===== src/sv/tif_pkg.sv =====
package tif_pkg;

	localparam logic [7:0] IAC_CODE   = 8'hFF;
	localparam logic [7:0] AYT_CODE   = 8'hF6;
	localparam logic [7:0] WILL_CODE  = 8'hFB;
	localparam logic [7:0] WONT_CODE  = 8'hFC;
	localparam logic [7:0] DO_CODE    = 8'hFD;
	localparam logic [7:0] OPT_BINARY = 8'h00;
	localparam logic [7:0] CTRL_D     = 8'h04;
	localparam logic [7:0] CTRL_F     = 8'h06;
	localparam logic [7:0] ASCII_MAX  = 8'h7F;

	localparam logic [7:0] INT_CHAR_RESET = 8'h03;
	localparam logic       INT_EN_RESET   = 1'b1;

	localparam int MAX_RESULTS    = 3;
	localparam int RES_FIFO_DEPTH = 8;

	typedef enum logic [1:0] {
		OK_NONE  = 2'd0,
		OK_DATA  = 2'd1,
		OK_REPLY = 2'd2
	} out_kind_t;

	typedef enum logic [1:0] {
		PH_DATA = 2'd0,
		PH_IAC  = 2'd1,
		PH_VERB = 2'd2
	} phase_t;

	typedef enum logic {
		REG_INT_CHAR = 1'b0,
		REG_INT_EN   = 1'b1
	} cfg_reg_t;

	typedef struct packed {
		out_kind_t   kind;
		logic [7:0]  data;
		logic        ki;
		logic        sb;
		logic        last;
	} result_t;

endpackage


===== src/sv/telnet_iac_input_filter_core.sv =====
// Telnet receive filter: strips IAC command sequences from the received byte
// stream, answers IAC AYT and option-0 negotiation with reply bytes, tracks
// binary mode, and filters data bytes for the host (interrupt character,
// Ctrl-F safe-boot request, NUL and 8-bit bytes outside binary mode). One
// item is taken per cycle unless stalled; it is decoded from its input
// register and its zero to three results are pushed into a result queue of
// FifoDepth entries, drained at one result per cycle while result_stall is low.
// The input stalls while the decode stage holds an item and the queue has
// fewer than three free entries, so sustained rate is one item per cycle
// as long as items produce on average at most one result each. A new-session
// item (kind 1) clears the parse state and binary mode and produces no result.
// Configuration writes are always taken (cfg_ready is tied high).
module telnet_iac_input_filter_core import tif_pkg::*; #(
	parameter int FifoDepth = RES_FIFO_DEPTH
) (
	input  logic        clk,
	input  logic        arst_n,

	input  logic        cfg_valid,
	output logic        cfg_ready,
	input  logic        cfg_index,
	input  logic [7:0]  cfg_data,

	input  logic        item_valid,
	output logic        item_stall,
	input  logic        kind,
	input  logic [7:0]  in_byte,
	input  logic        logged_in,

	output logic        result_valid,
	input  logic        result_stall,
	output logic [1:0]  out_kind,
	output logic [7:0]  out_byte,
	output logic        keyboard_interrupt,
	output logic        safe_boot_request,
	output logic        last
);

	localparam int PtrW = $clog2(FifoDepth);
	localparam int CntW = $clog2(FifoDepth + 1);
	localparam int SumW = PtrW + 1;

	logic [7:0]       int_char_q;
	logic             int_en_q;

	logic             valid_s1;
	logic             kind_s1;
	logic [7:0]       byte_s1;
	logic             logged_s1;

	phase_t           phase_q;
	logic [7:0]       held_verb_q;
	logic             binary_q;

	phase_t           phase_d;
	logic [7:0]       held_verb_d;
	logic             binary_d;
	result_t          res [MAX_RESULTS];
	logic [1:0]       n_res;

	result_t          fifo_q [FifoDepth];
	logic [PtrW-1:0]  wr_q;
	logic [PtrW-1:0]  rd_q;
	logic [CntW-1:0]  count_q;
	logic [PtrW-1:0]  wr_idx [MAX_RESULTS];
	logic [PtrW-1:0]  wr_next;
	logic [PtrW-1:0]  rd_next;

	logic             accept;
	logic             go_s1;
	logic             pop;
	logic [CntW-1:0]  push_cnt;
	result_t          head;

	function automatic logic [PtrW-1:0] ptr_add(logic [PtrW-1:0] p, logic [1:0] k);
		logic [SumW-1:0] s;
		s = {1'b0, p} + SumW'(k);
		if (s >= SumW'(FifoDepth))
			s = s - SumW'(FifoDepth);
		return s[PtrW-1:0];
	endfunction

	// configuration
	assign cfg_ready = 1'b1;

	always_ff @(posedge clk or negedge arst_n) begin
		if (!arst_n) begin
			int_char_q <= INT_CHAR_RESET;
			int_en_q   <= INT_EN_RESET;
		end else if (cfg_valid && cfg_ready) begin
			unique case (cfg_reg_t'(cfg_index))
				REG_INT_CHAR: int_char_q <= cfg_data;
				REG_INT_EN:   int_en_q   <= cfg_data[0];
				default:      ;
			endcase
		end
	end

	// input register
	assign go_s1      = valid_s1 && (count_q <= CntW'(FifoDepth - MAX_RESULTS));
	assign item_stall = valid_s1 && !go_s1;
	assign accept     = item_valid && !item_stall;

	always_ff @(posedge clk or negedge arst_n) begin
		if (!arst_n)
			valid_s1 <= 1'b0;
		else if (accept)
			valid_s1 <= 1'b1;
		else if (go_s1)
			valid_s1 <= 1'b0;
	end

	always_ff @(posedge clk) begin
		if (accept) begin
			kind_s1   <= kind;
			byte_s1   <= in_byte;
			logged_s1 <= logged_in;
		end
	end

	// decode
	always_comb begin
		logic is_int;
		logic drop;
		logic [7:0] reply;
		phase_d     = phase_q;
		held_verb_d = held_verb_q;
		binary_d    = binary_q;
		n_res       = 2'd0;
		is_int      = int_en_q && (byte_s1 == int_char_q);
		drop        = 1'b0;
		reply       = (held_verb_q < DO_CODE) ? held_verb_q + 8'd2 : held_verb_q - 8'd2;
		for (int i = 0; i < MAX_RESULTS; i++)
			res[i] = '{kind: OK_NONE, data: 8'h00, ki: 1'b0, sb: 1'b0, last: 1'b0};

		if (kind_s1) begin
			phase_d     = PH_DATA;
			held_verb_d = 8'h00;
			binary_d    = 1'b0;
		end else begin
			unique case (phase_q)
				PH_IAC: begin
					if (byte_s1 == IAC_CODE) begin
						phase_d = PH_DATA;
						n_res   = 2'd1;
						res[0]  = '{kind: OK_DATA, data: IAC_CODE, ki: 1'b0, sb: 1'b0,
							last: 1'b0};
					end else if (byte_s1 == AYT_CODE) begin
						phase_d = PH_DATA;
						if (logged_s1) begin
							n_res  = 2'd2;
							res[0] = '{kind: OK_REPLY, data: IAC_CODE, ki: 1'b0, sb: 1'b0,
								last: 1'b0};
							res[1] = '{kind: OK_REPLY, data: AYT_CODE, ki: 1'b0, sb: 1'b0,
								last: 1'b0};
						end
					end else begin
						held_verb_d = byte_s1;
						phase_d     = PH_VERB;
					end
				end
				PH_VERB: begin
					phase_d = PH_DATA;
					if (byte_s1 == OPT_BINARY) begin
						if (held_verb_q == WILL_CODE)
							binary_d = 1'b1;
						if (held_verb_q == WONT_CODE)
							binary_d = 1'b0;
						if (logged_s1) begin
							n_res  = 2'd3;
							res[0] = '{kind: OK_REPLY, data: IAC_CODE, ki: 1'b0, sb: 1'b0,
								last: 1'b0};
							res[1] = '{kind: OK_REPLY, data: reply, ki: 1'b0, sb: 1'b0,
								last: 1'b0};
							res[2] = '{kind: OK_REPLY, data: OPT_BINARY, ki: 1'b0, sb: 1'b0,
								last: 1'b0};
						end
					end
				end
				default: begin
					phase_d = PH_DATA;
					if (byte_s1 == IAC_CODE) begin
						phase_d = PH_IAC;
					end else if (binary_q) begin
						n_res  = 2'd1;
						res[0] = '{kind: OK_DATA, data: byte_s1, ki: 1'b0, sb: 1'b0,
							last: 1'b0};
					end else begin
						drop = (byte_s1 > ASCII_MAX) || (byte_s1 == 8'h00) ||
							(logged_s1 && (is_int || byte_s1 == CTRL_F));
						if (!drop) begin
							n_res  = 2'd1;
							res[0] = '{kind: OK_DATA, data: byte_s1, ki: 1'b0, sb: 1'b0,
								last: 1'b0};
						end else if (is_int) begin
							n_res  = 2'd1;
							res[0] = '{kind: OK_NONE, data: 8'h00, ki: 1'b1, sb: 1'b0,
								last: 1'b0};
						end else if (byte_s1 == CTRL_F) begin
							n_res  = 2'd1;
							res[0] = '{kind: OK_DATA, data: CTRL_D, ki: 1'b0, sb: 1'b1,
								last: 1'b0};
						end
					end
				end
			endcase
		end

		for (int i = 0; i < MAX_RESULTS; i++)
			res[i].last = (2'(i) == n_res - 2'd1);
	end

	always_ff @(posedge clk or negedge arst_n) begin
		if (!arst_n) begin
			phase_q     <= PH_DATA;
			held_verb_q <= 8'h00;
			binary_q    <= 1'b0;
		end else if (go_s1) begin
			phase_q     <= phase_d;
			held_verb_q <= held_verb_d;
			binary_q    <= binary_d;
		end
	end

	// result queue
	always_comb begin
		for (int i = 0; i < MAX_RESULTS; i++)
			wr_idx[i] = ptr_add(wr_q, 2'(i));
	end

	assign wr_next  = ptr_add(wr_q, n_res);
	assign rd_next  = ptr_add(rd_q, 2'd1);
	assign push_cnt = go_s1 ? CntW'(n_res) : '0;
	assign pop      = result_valid && !result_stall;

	always_ff @(posedge clk) begin
		for (int i = 0; i < MAX_RESULTS; i++) begin
			if (go_s1 && (2'(i) < n_res))
				fifo_q[wr_idx[i]] <= res[i];
		end
	end

	always_ff @(posedge clk or negedge arst_n) begin
		if (!arst_n) begin
			wr_q    <= '0;
			rd_q    <= '0;
			count_q <= '0;
		end else begin
			if (go_s1)
				wr_q <= wr_next;
			if (pop)
				rd_q <= rd_next;
			count_q <= count_q + push_cnt - CntW'(pop);
		end
	end

	assign head               = fifo_q[rd_q];
	assign result_valid       = (count_q != '0);
	assign out_kind           = head.kind;
	assign out_byte           = head.data;
	assign keyboard_interrupt = head.ki;
	assign safe_boot_request  = head.sb;
	assign last               = head.last;

endmodule

===== config.mk =====
export PLATFORM = sky130hd
export DESIGN_NAME = telnet_iac_input_filter_core
export DESIGN_NICKNAME = d
export VERILOG_FILES = /design/src/sv/tif_pkg.sv /design/src/sv/telnet_iac_input_filter_core.sv
export SDC_FILE = /design/constraint.sdc
export NUM_CORES = 1
export LEC_CHECK = 0
export BUFFER_PORTS_ARGS = -buffer_cell sky130_fd_sc_hd__buf_2
export CAP_MARGIN = 25
export CORE_ASPECT_RATIO = 0.5
export CORE_MARGIN = 2
export CORE_UTILIZATION = 30
export DETAILED_ROUTE_END_ITERATION = 8
export HOLD_SLACK_MARGIN = 0.08
export PLACE_DENSITY = 0.42
export SYNTH_ARGS = -nofsm -noshare
export SYNTH_HDL_FRONTEND = slang
export SYNTH_SLANG_ARGS = --single-unit

===== constraint.sdc =====
create_clock -name clk -period 5.7 [get_ports clk]
set_clock_uncertainty 0.1 [all_clocks]
set_input_delay 1.14 -clock clk [delete_from_list [all_inputs] [get_ports clk]]
set_output_delay 1.14 -clock clk [all_outputs]
set_load 0.05 [all_outputs]

==> impl_results.md <==
- Status: completed
- Share of layout cells above drive strength 1: 21.9%
- CP startpoint kind: flip-flop
- Headroom to the max-slew limit: 34.2%
- Die height: 123 um
- Via Count: 7,508
- Post-cts sizing count: 0
- Crit-path max cell delay: 910 ps
- Max frequency: 251 MHz
- Final period utilization: 70.0%
- Final hold viol count: 0
- Slew Limit Fails: 0
- Worst path cell trace: buf_4, mux4_2, mux2_2, buf_2
- Area contributors post-synth: dfxtp_1 (21%), edfxtp_1 (9.1%), dfrtp_1 (8.2%)
- FF+latch count, synth: 145
- Final setup fails: 0
- Async SR Flop Fraction: 21.4%
- Post-CTS Setup Inserts: 0
- DP Wirelength: 24,000 um
- Tot GR Track Use: 22.7%
- Hold WC Path Type: flip-flop to flip-flop
- Main synth FF type: dfxtp_1
- Worst-Skew Late Latency: 450 ps
- Largest area contributor in the netlist: dfxtp_1
- Slew @ Worst Pin: 987 ps
- Antenna viol nets, final: 0
- First-pass GRT wire length: 49,000 um
- Row count: 43
- Top-Level Pins: 40
- TritonCTS clock tree: done
- Vias/cell: 5.84
- Crit end category: output port
- Yosys top cell area share: 20.6%
- Clk buf depth: 2
- Most common cell after layout, fill and taps aside: nand2_1
- Total grt overflow: 0
- Synth Warn #: 0
- Clk root buf: clkbuf_16
- Initial core utilization: 30.7%
- WS Path Type: flip-flop to output port
- Worst path slowest cell: dfrtp_1
- GPL Wtd Cong: 0.918
- Number of antenna violations at the first check in global routing: 0
- Die Area: 30,000 um^2
- Mapped Cells: 873
- Setup TNS: 0 ps
- Synthesized cell area: 8560 um^2
- Syn Nets: 917
- Overall Power: 4420 uW
- Hold-fix buffers, CTS: 0
- Diodes inserted: 0
- Routed WL per cell: 25.6 um
- Port bufs: 38
- Final Net Count: 935
- Remaining DRCs: 0
- DRT Pass-1 Iters: 5
- Synth cell types: 82
- Largest net degree at the start of global routing: 34
- Core area: 27,900 um^2
- Area Overhead vs Synth: 14.0%
- EDFF count, synth: 26
- Avg Inst Size Synth: 9.80 um^2
- H-tree lvl count: 4
- Vias in the first global route: 7,164
- Clock sink total: 145
- CP Data Required Time: 4460 ps
- CTS Buf Count: 17
- RSZ-0062 raised after global routing: false
- Max-cap violations: 0
- Leakage: 0.00353 uW
- Routed WL: 32,900 um
- Die X: 243 um
- Most frequent cells in the layout: nand2_1 (108), dfxtp_1 (88), o211ai_1 (84)
- Sequential share of the synthesized area: 38.8%
- Pwr/cell area: 453 nW/um^2
- Peak supply drop: 0.234 mV
- Max Fanout on Critical Path: 14
- Minimum clock period: 3990 ps
- Initial drt markers: 790
- CP Data Arrival Time: 2750 ps
- Clk slew on worst S/H paths: 60 ps
-- registers in the layout, summed over array words and instances, names as in the netlist --
register / flops
kind_s1: 1
valid_s1: 1
wr_q: 3
binary_q: 1
count_q: 4
logged_s1: 1
held_verb_q: 8
byte_s1: 8
phase_q: 2
int_char_q: 8
fifo_q: 104
rd_q: 3
int_en_q: 1
-- cell type report --
cell class / instances / area (um^2)
inverter: 28 / 105
tap: 382 / 478
multi-input combinational: 641 / 4850
fill: 2894 / 18100
clock buffer: 25 / 571
clock inverter: 7 / 77.6
sequential: 145 / 3320
timing repair buffer: 58 / 353
-- per-layer routing --
layer | vias up | GRT usage [%] | wire length [um]
met3 | 32 | 6.86 | 2620
li1 | 3376 | - | -
met2 | 287 | 32.5 | 13700
met4 | 0 | 6.60 | 498
met1 | 3813 | 32.6 | 16100
met5 | - | 0 | 0
-- final timing paths --
check,from,end,slack [ps],depth (start not counted)
worst max-delay path,rd_q[1]$_DFFE_PN0P_,out_byte[2],1710,4
worst min-delay path,fifo_q[5][2]$_SDFFE_PP0N_,fifo_q[5][2]$_SDFFE_PP0N_,370,2
worst max register to register,byte_s1[0]$_DFFE_PP_,count_q[2]$_DFF_PN0_,1760,12
worst min register to register,fifo_q[5][2]$_SDFFE_PP0N_,fifo_q[5][2]$_SDFFE_PP0N_,370,2
max in group asynchronous,arst_n,rd_q[0]$_DFFE_PN0P_,4300,1
min in group asynchronous,arst_n,held_verb_q[1]$_DFFE_PN0P_,670,1
-- cell families after synthesis --
kind of cell               count (synthesis)  share of synthesized area [%]
and+or+nand+nor                          271                           16.5
muxes                                     52                           10.2
buffers and inverters                     87                           4.62
other                                      1                         0.0438
DFF                                      145                           38.8
xor gates and xnor gates                  19                           1.95
adders and majority gates                 20                           3.19
AOI/OAI and AO/OA                        278                           24.7
-- synth_stat cells (5+ instances only) --
cell type,count
mux2_2,24
nand2_1,108
o221ai_1,11
a211oi_2,7
mux4_2,26
a21o_1,6
nor2b_1,8
o211ai_1,84
and3_1,8
a211oi_1,15
dfxtp_1,88
a22o_1,10
dfrtp_1,28
buf_4,6
nor3_1,8
nand2b_1,7
nor2_1,25
nand3_1,43
nand2_2,7
o21ai_0,39
xor2_1,6
ha_1,17
xnor2_1,13
a21oi_1,39
or2_2,5
a2111oi_4,6
clkbuf_1,29
and2_1,7
nand4_1,20
buf_2,19
edfxtp_1,26
o21ai_1,18
inv_1,26
-- worst max-delay path: cells and delay by family, from the launching register on --
| family | cells | cell delay (ps) |
|---|---|---|
| buf+inv | 2 | 550 |
| flops | 1 | 910 |
| mux | 2 | 820 |
-- through the flow --
step	hold slack (ps)	std cells	worst slack (ps)	util, %	instance area [um^2]
6_report	375	1286	1710	35.0	9760
5_1_grt	396	1286	1480	35.0	9760
4_1_cts	375	1285	1690	34.9	9740
3_5_place_dp	366	1253	1790	32.6	9090
3_3_place_gp	365	1252	1900	32.6	9080
2_1_floorplan	342	873	2310	-	8560
-- report_power, final --
group          internal [uW]  total, uW  leakage (uW)  switching, uW
Sequential              1260       1490       0.00137            236
Combinational            586       1690       0.00184           1110
Clock                    745       1230      0.000317            486
(Power assumes the default switching activity.)
